File: config.mk
export PLATFORM = sky130hd
export DESIGN_NAME = source_text_lexer
export DESIGN_NICKNAME = d
export VERILOG_FILES = /design/src/design/stlex_pkg.sv /design/src/design/stlex_token_fifo.sv /design/src/design/source_text_lexer.sv
export SDC_FILE = /design/constraint.sdc
export NUM_CORES = 1
export LEC_CHECK = 0
export BUFFER_PORTS_ARGS = -buffer_cell sky130_fd_sc_hd__buf_2
export CAP_MARGIN = 40
export CORE_UTILIZATION = 55
export CTS_CLUSTER_DIAMETER = 150
export DETAILED_ROUTE_END_ITERATION = 10
export GPL_TIMING_DRIVEN = 0
export PLACE_DENSITY = 0.8
export SKIP_CTS_REPAIR_TIMING = 1
export SYNTH_ARGS = -nofsm -noshare
export SYNTH_HDL_FRONTEND = slang
export SYNTH_SLANG_ARGS = --single-unit
File: constraint.sdc
create_clock -name aclk -period 4.65 [get_ports aclk]
set_input_delay 0.465 -clock aclk [delete_from_list [all_inputs] [get_ports aclk]]
set_output_delay 0.465 -clock aclk [all_outputs]
set_load 0.01 [all_outputs]
File: src/design/stlex_pkg.sv
// ----------------------------------------------------------------------------
// stlex_pkg: shared types and constants for the source text lexer
// Token kind codes, keyword spellings, byte classes and the control group
// that the scanner hands to the result queue.
// ----------------------------------------------------------------------------
package stlex_pkg;

    typedef logic [5:0] kind_t;

    // Keywords take kinds 0..13 in the order of the table below
    localparam int KW_COUNT = 14;

    localparam kind_t KIND_NUMBER   = 6'd14;
    localparam kind_t KIND_ASSIGN   = 6'd15;
    localparam kind_t KIND_EQ       = 6'd16;
    localparam kind_t KIND_NE       = 6'd17;
    localparam kind_t KIND_LT       = 6'd18;
    localparam kind_t KIND_LE       = 6'd19;
    localparam kind_t KIND_GT       = 6'd20;
    localparam kind_t KIND_GE       = 6'd21;
    localparam kind_t KIND_DOT      = 6'd22;
    localparam kind_t KIND_IDENT    = 6'd23;
    localparam kind_t KIND_STRING   = 6'd24;
    localparam kind_t KIND_PLUS     = 6'd25;
    localparam kind_t KIND_MINUS    = 6'd26;
    localparam kind_t KIND_STAR     = 6'd27;
    localparam kind_t KIND_SLASH    = 6'd28;
    localparam kind_t KIND_LPAREN   = 6'd29;
    localparam kind_t KIND_RPAREN   = 6'd30;
    localparam kind_t KIND_SEMI     = 6'd31;
    localparam kind_t KIND_COMMA    = 6'd32;
    localparam kind_t KIND_COLON    = 6'd33;
    localparam kind_t KIND_MISMATCH = 6'd34;
    localparam kind_t KIND_UNTERM   = 6'd35;

    localparam logic [7:0] CH_SPACE  = 8'h20;
    localparam logic [7:0] CH_TAB    = 8'h09;
    localparam logic [7:0] CH_LF     = 8'h0A;
    localparam logic [7:0] CH_CR     = 8'h0D;
    localparam logic [7:0] CH_QUOTE  = 8'h22;
    localparam logic [7:0] CH_COLON  = 8'h3A;
    localparam logic [7:0] CH_LESS   = 8'h3C;
    localparam logic [7:0] CH_GREAT  = 8'h3E;
    localparam logic [7:0] CH_BANG   = 8'h21;
    localparam logic [7:0] CH_EQUAL  = 8'h3D;
    localparam logic [7:0] CH_DOT    = 8'h2E;

    localparam int FIFO_DEPTH = 4;

    // Spellings left-aligned, NUL padded, first byte in the top byte
    localparam logic [63:0] KW_TEXT [KW_COUNT] = '{
        {"program", 8'h00}, {"const", 24'h0}, {"var", 40'h0}, {"begin", 24'h0},
        {"end", 40'h0}, {"if", 48'h0}, {"then", 32'h0}, {"else", 32'h0},
        {"Write", 24'h0}, {"Read", 32'h0}, {"double", 16'h0}, {"integer", 8'h00},
        {"mod", 40'h0}, {"div", 40'h0}
    };

    localparam logic [2:0] KW_LEN [KW_COUNT] = '{
        3'd7, 3'd5, 3'd3, 3'd5, 3'd3, 3'd2, 3'd4, 3'd4, 3'd5, 3'd4, 3'd6, 3'd7, 3'd3, 3'd3
    };

    // Push request from the scanner: second only ever comes with first
    typedef struct packed {
        logic first;
        logic second;
    } fifo_push_t;

    function automatic logic [7:0] kw_byte(input logic [3:0] k, input logic [2:0] idx);
        logic [63:0] word;
        word = KW_TEXT[k];
        return word[63 - 8*idx -: 8];
    endfunction

    function automatic logic is_letter(input logic [7:0] c);
        return (c >= 8'h41 && c <= 8'h5A) || (c >= 8'h61 && c <= 8'h7A);
    endfunction

    function automatic logic is_digit(input logic [7:0] c);
        return c >= 8'h30 && c <= 8'h39;
    endfunction

    // Kind of a byte that forms a token on its own
    function automatic kind_t byte_kind(input logic [7:0] c);
        kind_t k;
        unique case (c)
            CH_EQUAL: k = KIND_EQ;
            CH_DOT:   k = KIND_DOT;
            8'h2B:    k = KIND_PLUS;
            8'h2D:    k = KIND_MINUS;
            8'h2A:    k = KIND_STAR;
            8'h2F:    k = KIND_SLASH;
            8'h28:    k = KIND_LPAREN;
            8'h29:    k = KIND_RPAREN;
            8'h3B:    k = KIND_SEMI;
            8'h2C:    k = KIND_COMMA;
            default:  k = KIND_MISMATCH;
        endcase
        return k;
    endfunction

endpackage

File: src/design/stlex_token_fifo.sv
// ----------------------------------------------------------------------------
// stlex_token_fifo: result queue
// Four-entry queue that takes up to two tokens per cycle and hands out one.
// ----------------------------------------------------------------------------
module stlex_token_fifo
    import stlex_pkg::*;
#(
    parameter int DATA_WIDTH = 55
) (
    input  logic                  aclk,
    input  logic                  aresetn,
    input  fifo_push_t            push,
    input  logic [DATA_WIDTH-1:0] push_data0,
    input  logic [DATA_WIDTH-1:0] push_data1,
    output logic                  room_for_two,
    output logic                  pop_valid,
    input  logic                  pop_ready,
    output logic [DATA_WIDTH-1:0] pop_data
);

    localparam int PTR_WIDTH = $clog2(FIFO_DEPTH);
    localparam int CNT_WIDTH = $clog2(FIFO_DEPTH + 1);

    logic [DATA_WIDTH-1:0] entry_reg [FIFO_DEPTH];
    logic [PTR_WIDTH-1:0]  wr_ptr_reg, wr_ptr_next;
    logic [PTR_WIDTH-1:0]  rd_ptr_reg, rd_ptr_next;
    logic [CNT_WIDTH-1:0]  count_reg, count_next;
    logic                  pop;

    assign pop_valid    = count_reg != '0;
    assign pop_data     = entry_reg[rd_ptr_reg];
    assign pop          = pop_valid && pop_ready;
    // Pop is not counted here; keeps ready off the output handshake path
    assign room_for_two = count_reg <= CNT_WIDTH'(FIFO_DEPTH - 2);

    always_comb begin
        wr_ptr_next = wr_ptr_reg + PTR_WIDTH'(push.first) + PTR_WIDTH'(push.second);
        rd_ptr_next = rd_ptr_reg + PTR_WIDTH'(pop);
        count_next  = count_reg + CNT_WIDTH'(push.first) + CNT_WIDTH'(push.second)
                    - CNT_WIDTH'(pop);
    end

    always_ff @(posedge aclk) begin
        if (!aresetn) begin
            wr_ptr_reg <= '0;
            rd_ptr_reg <= '0;
            count_reg  <= '0;
        end else begin
            wr_ptr_reg <= wr_ptr_next;
            rd_ptr_reg <= rd_ptr_next;
            count_reg  <= count_next;
        end
    end

    always_ff @(posedge aclk) begin
        if (push.first) begin
            entry_reg[wr_ptr_reg] <= push_data0;
        end
        if (push.second) begin
            entry_reg[wr_ptr_reg + PTR_WIDTH'(1)] <= push_data1;
        end
    end

endmodule

File: src/design/source_text_lexer.sv
// ----------------------------------------------------------------------------
// source_text_lexer: streaming lexer
// Takes source bytes and emits tokens as kind, start position and length.
// ----------------------------------------------------------------------------
//  channel | direction | payload
//  s_      | in        | character, end_marker
//  m_      | out       | kind, start_pos, length, last_of_run
//
//  One byte per cycle: the scan state updates in the cycle of the transfer and
//  the tokens it ends land in a four-entry result queue, which m_ reads.
//  A byte that yields two tokens fills two queue slots; the input sustains one
//  byte per cycle as long as at least two slots are free.
//  Reset is synchronous, active low; no clearing pass, ready right after.
//  A stall on m_ backs up the queue and drops s_ready once fewer than two
//  slots remain free.
// ----------------------------------------------------------------------------
module source_text_lexer
    import stlex_pkg::*;
#(
    parameter int POSITION_WIDTH = 32,
    parameter int LENGTH_WIDTH   = 16
) (
    input  logic                      aclk,
    input  logic                      aresetn,
    input  logic                      s_valid,
    output logic                      s_ready,
    input  logic [7:0]                s_character,
    input  logic                      s_end_marker,
    output logic                      m_valid,
    input  logic                      m_ready,
    output logic [5:0]                m_kind,
    output logic [POSITION_WIDTH-1:0] m_start_pos,
    output logic [LENGTH_WIDTH-1:0]   m_length,
    output logic                      m_last_of_run
);

    localparam int TOKEN_WIDTH = 6 + POSITION_WIDTH + LENGTH_WIDTH + 1;

    typedef enum logic [8:0] {
        MODE_IDLE    = 9'b000000001,
        MODE_IDENT   = 9'b000000010,
        MODE_INT     = 9'b000000100,
        MODE_FRAC    = 9'b000001000,
        MODE_STRING  = 9'b000010000,
        MODE_COLON   = 9'b000100000,
        MODE_LESS    = 9'b001000000,
        MODE_GREATER = 9'b010000000,
        MODE_BANG    = 9'b100000000
    } scan_mode_t;

    scan_mode_t                mode_reg, mode_next;
    logic [POSITION_WIDTH-1:0] start_reg, start_next;
    logic [POSITION_WIDTH-1:0] pos_reg, pos_next;
    logic [LENGTH_WIDTH-1:0]   len_reg, len_next;
    logic [KW_COUNT-1:0]       kw_reg, kw_next;

    logic                      transfer;
    logic [7:0]                c;
    logic                      taken;
    logic [LENGTH_WIDTH-1:0]   len_grown;
    logic [KW_COUNT-1:0]       kw_narrowed, kw_first, kw_hit;
    kind_t                     ident_kind, pending_kind, pair_kind;
    logic                      pending_valid;

    logic                      tok_a_valid, tok_b_valid;
    kind_t                     tok_a_kind;
    logic [LENGTH_WIDTH-1:0]   tok_a_len;
    logic [TOKEN_WIDTH-1:0]    tok_a_data, tok_b_data;
    fifo_push_t                push;
    logic [TOKEN_WIDTH-1:0]    push_data0, push_data1, pop_data;

    assign transfer  = s_valid && s_ready;
    assign c         = s_character;
    assign len_grown = (len_reg == '1) ? len_reg : len_reg + LENGTH_WIDTH'(1);

    // Keyword candidate tracking, one compare per keyword
    always_comb begin
        for (int k = 0; k < KW_COUNT; k++) begin
            kw_narrowed[k] = kw_reg[k] && (len_reg < LENGTH_WIDTH'(8))
                           && (kw_byte(4'(k), len_reg[2:0]) == c);
            kw_first[k]    = kw_byte(4'(k), 3'd0) == c;
            kw_hit[k]      = kw_reg[k] && (len_reg == LENGTH_WIDTH'(KW_LEN[k]));
        end
    end

    // Later keywords win, as in the table order
    always_comb begin
        ident_kind = KIND_IDENT;
        for (int k = 0; k < KW_COUNT; k++) begin
            if (kw_hit[k]) begin
                ident_kind = 6'(k);
            end
        end
    end

    always_comb begin
        pending_valid = 1'b1;
        pending_kind  = KIND_MISMATCH;
        pair_kind     = KIND_NE;
        unique case (mode_reg)
            MODE_IDENT:          pending_kind = ident_kind;
            MODE_INT, MODE_FRAC: pending_kind = KIND_NUMBER;
            MODE_STRING:         pending_kind = KIND_UNTERM;
            MODE_COLON:  begin
                pending_kind = KIND_COLON;
                pair_kind    = KIND_ASSIGN;
            end
            MODE_LESS: begin
                pending_kind = KIND_LT;
                pair_kind    = KIND_LE;
            end
            MODE_GREATER: begin
                pending_kind = KIND_GT;
                pair_kind    = KIND_GE;
            end
            MODE_BANG:           pending_kind = KIND_MISMATCH;
            default:             pending_valid = 1'b0;
        endcase
    end

    always_comb begin
        mode_next   = mode_reg;
        start_next  = start_reg;
        pos_next    = pos_reg;
        len_next    = len_reg;
        kw_next     = kw_reg;
        taken       = 1'b0;
        tok_a_valid = 1'b0;
        tok_a_kind  = pending_kind;
        tok_a_len   = len_reg;
        tok_b_valid = 1'b0;

        // Try to extend the pending token
        if (!s_end_marker) begin
            unique case (mode_reg)
                MODE_IDENT: begin
                    if (is_letter(c) || is_digit(c)) begin
                        kw_next  = kw_narrowed;
                        len_next = len_grown;
                        taken    = 1'b1;
                    end
                end
                MODE_INT: begin
                    if (c == CH_DOT) begin
                        mode_next = MODE_FRAC;
                        len_next  = len_grown;
                        taken     = 1'b1;
                    end else if (is_digit(c)) begin
                        len_next  = len_grown;
                        taken     = 1'b1;
                    end
                end
                MODE_FRAC: begin
                    if (is_digit(c)) begin
                        len_next = len_grown;
                        taken    = 1'b1;
                    end
                end
                MODE_STRING: begin
                    taken = 1'b1;
                    if (c == CH_QUOTE) begin
                        tok_a_valid = 1'b1;
                        tok_a_kind  = KIND_STRING;
                        tok_a_len   = len_grown;
                        mode_next   = MODE_IDLE;
                        len_next    = '0;
                    end else begin
                        len_next    = len_grown;
                    end
                end
                MODE_COLON, MODE_LESS, MODE_GREATER, MODE_BANG: begin
                    if (c == CH_EQUAL) begin
                        taken       = 1'b1;
                        tok_a_valid = 1'b1;
                        tok_a_kind  = pair_kind;
                        tok_a_len   = LENGTH_WIDTH'(2);
                        mode_next   = MODE_IDLE;
                        len_next    = '0;
                    end
                end
                default: ;
            endcase
        end

        // Otherwise flush it and start over on this byte
        if (s_end_marker || !taken) begin
            tok_a_valid = pending_valid;
            tok_a_kind  = pending_kind;
            tok_a_len   = len_reg;
            mode_next   = MODE_IDLE;
            len_next    = '0;
            kw_next     = '1;
            if (s_end_marker) begin
                pos_next = '0;
            end else begin
                start_next = pos_reg;
                if (c == CH_SPACE || c == CH_TAB || c == CH_LF || c == CH_CR) begin
                    len_next = '0;
                end else if (is_letter(c)) begin
                    mode_next = MODE_IDENT;
                    kw_next   = kw_first;
                    len_next  = LENGTH_WIDTH'(1);
                end else if (is_digit(c)) begin
                    mode_next = MODE_INT;
                    len_next  = LENGTH_WIDTH'(1);
                end else if (c == CH_QUOTE) begin
                    mode_next = MODE_STRING;
                    len_next  = LENGTH_WIDTH'(1);
                end else if (c == CH_COLON) begin
                    mode_next = MODE_COLON;
                    len_next  = LENGTH_WIDTH'(1);
                end else if (c == CH_LESS) begin
                    mode_next = MODE_LESS;
                    len_next  = LENGTH_WIDTH'(1);
                end else if (c == CH_GREAT) begin
                    mode_next = MODE_GREATER;
                    len_next  = LENGTH_WIDTH'(1);
                end else if (c == CH_BANG) begin
                    mode_next = MODE_BANG;
                    len_next  = LENGTH_WIDTH'(1);
                end else begin
                    tok_b_valid = 1'b1;
                end
            end
        end

        if (!s_end_marker) begin
            pos_next = pos_reg + POSITION_WIDTH'(1);
        end
    end

    // Pack and compact: the only token of a byte always goes to slot 0
    always_comb begin
        tok_a_data  = {tok_a_kind, start_reg, tok_a_len, !tok_b_valid};
        tok_b_data  = {byte_kind(c), pos_reg, LENGTH_WIDTH'(1), 1'b1};
        push.first  = transfer && (tok_a_valid || tok_b_valid);
        push.second = transfer && tok_a_valid && tok_b_valid;
        push_data0  = tok_a_valid ? tok_a_data : tok_b_data;
        push_data1  = tok_b_data;
    end

    always_ff @(posedge aclk) begin
        if (!aresetn) begin
            mode_reg  <= MODE_IDLE;
            start_reg <= '0;
            pos_reg   <= '0;
            len_reg   <= '0;
            kw_reg    <= '1;
        end else if (transfer) begin
            mode_reg  <= mode_next;
            start_reg <= start_next;
            pos_reg   <= pos_next;
            len_reg   <= len_next;
            kw_reg    <= kw_next;
        end
    end

    stlex_token_fifo #(
        .DATA_WIDTH(TOKEN_WIDTH)
    ) u_result_fifo (
        .aclk        (aclk),
        .aresetn     (aresetn),
        .push        (push),
        .push_data0  (push_data0),
        .push_data1  (push_data1),
        .room_for_two(s_ready),
        .pop_valid   (m_valid),
        .pop_ready   (m_ready),
        .pop_data    (pop_data)
    );

    assign {m_kind, m_start_pos, m_length, m_last_of_run} = pop_data;

endmodule

==> run metrics <==
status complete, no violations; Finished Core Util 63.1%; cell breakdown of the critical path clkbuf_1, xor2_1, a221oi_2, nor4_4, or3_1, nor4_1, nand2_1, o21ai_1, buf_2, a22o_1; I/O pins 70; Synth Register Bits 330; Worst R2R Path Depth 10; Layout area overhead 12.9%; WP data arrival 4.75 ns; router iterations before antenna repair 6; endpoints failing setup 0; share of the synthesized area in the top cell type 25.9%; Largest register FFs 220; worst hold start aresetn; vias in the first global route 15000; main combinational cell family by area after synthesis compound AO/OA/AOI/OAI gates; endpoints failing hold 0; Slew Limit Fails 0; Synth async-reset ratio 0%; largest delay contributor family on the critical path simple AND/OR/NAND/NOR gates; P_leak 6.69 nW; Fin Hold WS 0.313 ns; ys flop type dfxtp_1; Clock Sinks 330; post-synthesis cell area 17600 um^2; dpl cell area 18700 um^2; core area 31500 um^2; first-pass GRT wire length 87.5 mm; Initial DRC Count 2193; Max transition margin 38.2%; CTS tree yes; post-synthesis mux area share 7.57%; reg2reg start mode_reg[7]; Synth Area in XOR/XNOR 3.19%; antenna violations before repair 0; DR vias 15800; max_cap viols 0; # DRC 0; grt total ovfl 0; endpoint type of the worst setup path flop; crit share post-route 93.5%; layout cell share with drive strength beyond 1 12.8%; antenna cell count 0; H-tree depth 2; fin area 19900 um^2; final worst-path setup slack 0.302 ns; cts bufs inserted 35; Synth Area in Adders 1.27%; Filler cells 2536; required time worst endpoint 5.05 ns; Post-DP HPWL 40.8 mm; gpl congestion 0.987; fin nets 1949; Netlist cell types 83; R2R Setup Slk 0.30 ns; GR Util All Layers 34.8%; Die Span Y 181 um; syn_area_per_cell 9.80 um^2; crit path kind reg -> reg; cells after synthesis 1795; RSZ-0062 raised after global routing no; syn_nets 1824; fmax 230 MHz; site row count 65; post-synthesis sequential area ratio 46.2%; crit path launch type flop; largest stage delay on the critical path 0.76 ns; clock buffer depth 3; WHS Path Cells 3; Die X 181 um; most common cell after layout, fill and taps aside dfxtp_1; final wirelength 57.7 mm; Die Footprint 32700 um^2; Slew @ Worst Pin 0.921 ns; vias per cell 6.72; Setup TNS 0 ns; largest net degree at the start of global routing 26; skew final 0.0219 ns; largest cells by area after synthesis edfxtp_1 26%, dfxtp_1 20%, mux4_2 7.0%, a22o_1 6.4%, nand2_1 3.5%; EDFF count, synth 152; power per cell area 375 nW/um^2; Hold/Removal Path Class in -> reg; worst-path fanout max 10; Inst Count DP 2282; Setup WS pre-CTS -0.782 ns; Clock transition at path regs 0.07 ns; Synth area leader edfxtp_1; Synth Area in Compound Gates 20.0%; Root Buffer clkbuf_16; CP Buf/Inv Count 2; PortBufs 68; Post-DRT Antenna Nets 0; Synth Area in Simple Gates 17.3%; clk_lat worst skew 0.54 ns; Non-Filler Instances 2349; Slowest cell on crit path nor4_1; Initial Util 55.9%; Peak VDD IR 0.000254 V; Power Total 7.45 mW; Reg-to-Reg End u_result_fifo.entry_reg[2][48]; Synth Warn # 0; Hold Path End kw_reg[4]; Min Clock Period, post-route 4.35 ns; commonest non-fill, non-tap cells in the layout 178 x dfxtp_1, 161 x nand2_1, 152 x edfxtp_1; Routed WL per cell 24.6 um
cells in the mapped netlist (17+ instances only):
library cell and count:
dfxtp_1 178, nand2_1 164, edfxtp_1 152, a22o_1 128
clkbuf_1 127, nor2_1 127, o21ai_0 123, a21oi_1 99
nand3_1 82, mux4_2 55, nor3_1 45, xor2_1 41
buf_1 24, or3_1 24, xnor2_1 23, and3_1 20
nor2b_1 20, nor4_1 20, a31oi_1 19, nand4_1 19
o22ai_1 19, buf_2 17, inv_1 17
cell families (layout without fill, tap and decap cells):
kind of cell,count (synthesis),in the layout
buf+inv,191,343
mux,64,64
fa+ha+maj,16,16
flops,330,330
simple gates,610,610
compound gates,520,520
xor+xnor,64,64
tightest hold or removal path: cells and delay by family:
| family | cells | cell delay (ns) |
|---|---|---|
| AOI/OAI and AO/OA | 1 | 0.14 |
| buffers and inverters | 2 | 0.20 |
per-layer routing:
layer | up-vias | GRT usage [%] | part of all wire (%) | wire (um)
met1 | 7598 | 48.6 | 41 | 23400
met3 | 148 | 6.01 | 11 | 6180
met2 | 1020 | 54.3 | 45 | 26200
met5 | - | 0 | 0 | 0
met4 | 0 | 13.0 | 3.3 | 1880
li1 | 7013 | - | - | -
power by group:
group / internal [mW] / switching, mW / leakage [nW] / total (mW)
sequential: 3.13 / 0.0672 / 2.89 / 3.19
combinational: 0.581 / 0.899 / 3.25 / 1.48
clock: 1.57 / 1.20 / 0.554 / 2.77
worst max path at each step:
stage	startpoint	end	slack (ns)	cells past startpoint
2_1_floorplan	s_character[5]	u_result_fifo.count_reg[2]	0.42	16
4_1_cts	mode_reg[6]	u_result_fifo.count_reg[2]	-0.42	16
6_report	mode_reg[7]	u_result_fifo.entry_reg[2][48]	0.30	10
3_5_place_dp	s_character[5]	u_result_fifo.count_reg[2]	-0.78	17
5_1_grt	mode_reg[2]	u_result_fifo.entry_reg[1][39]	0.11	12
3_3_place_gp	s_character[5]	u_result_fifo.entry_reg[1][42]	-0.94	12
area by class of cell:
class,instances,area [um^2],share of cell area (%)
Sequential cell,330,8130,40.9
Multi-Input combinational cell,1274,8740,44.0
Clock inverter,19,189,0.951
Inverter,18,67.6,0.340
Clock buffer,45,943,4.75
Buffer,172,699,3.52
Tap cell,402,503,2.53
Timing Repair Buffer,89,587,2.96
Power figures use the tool's default switching activity.
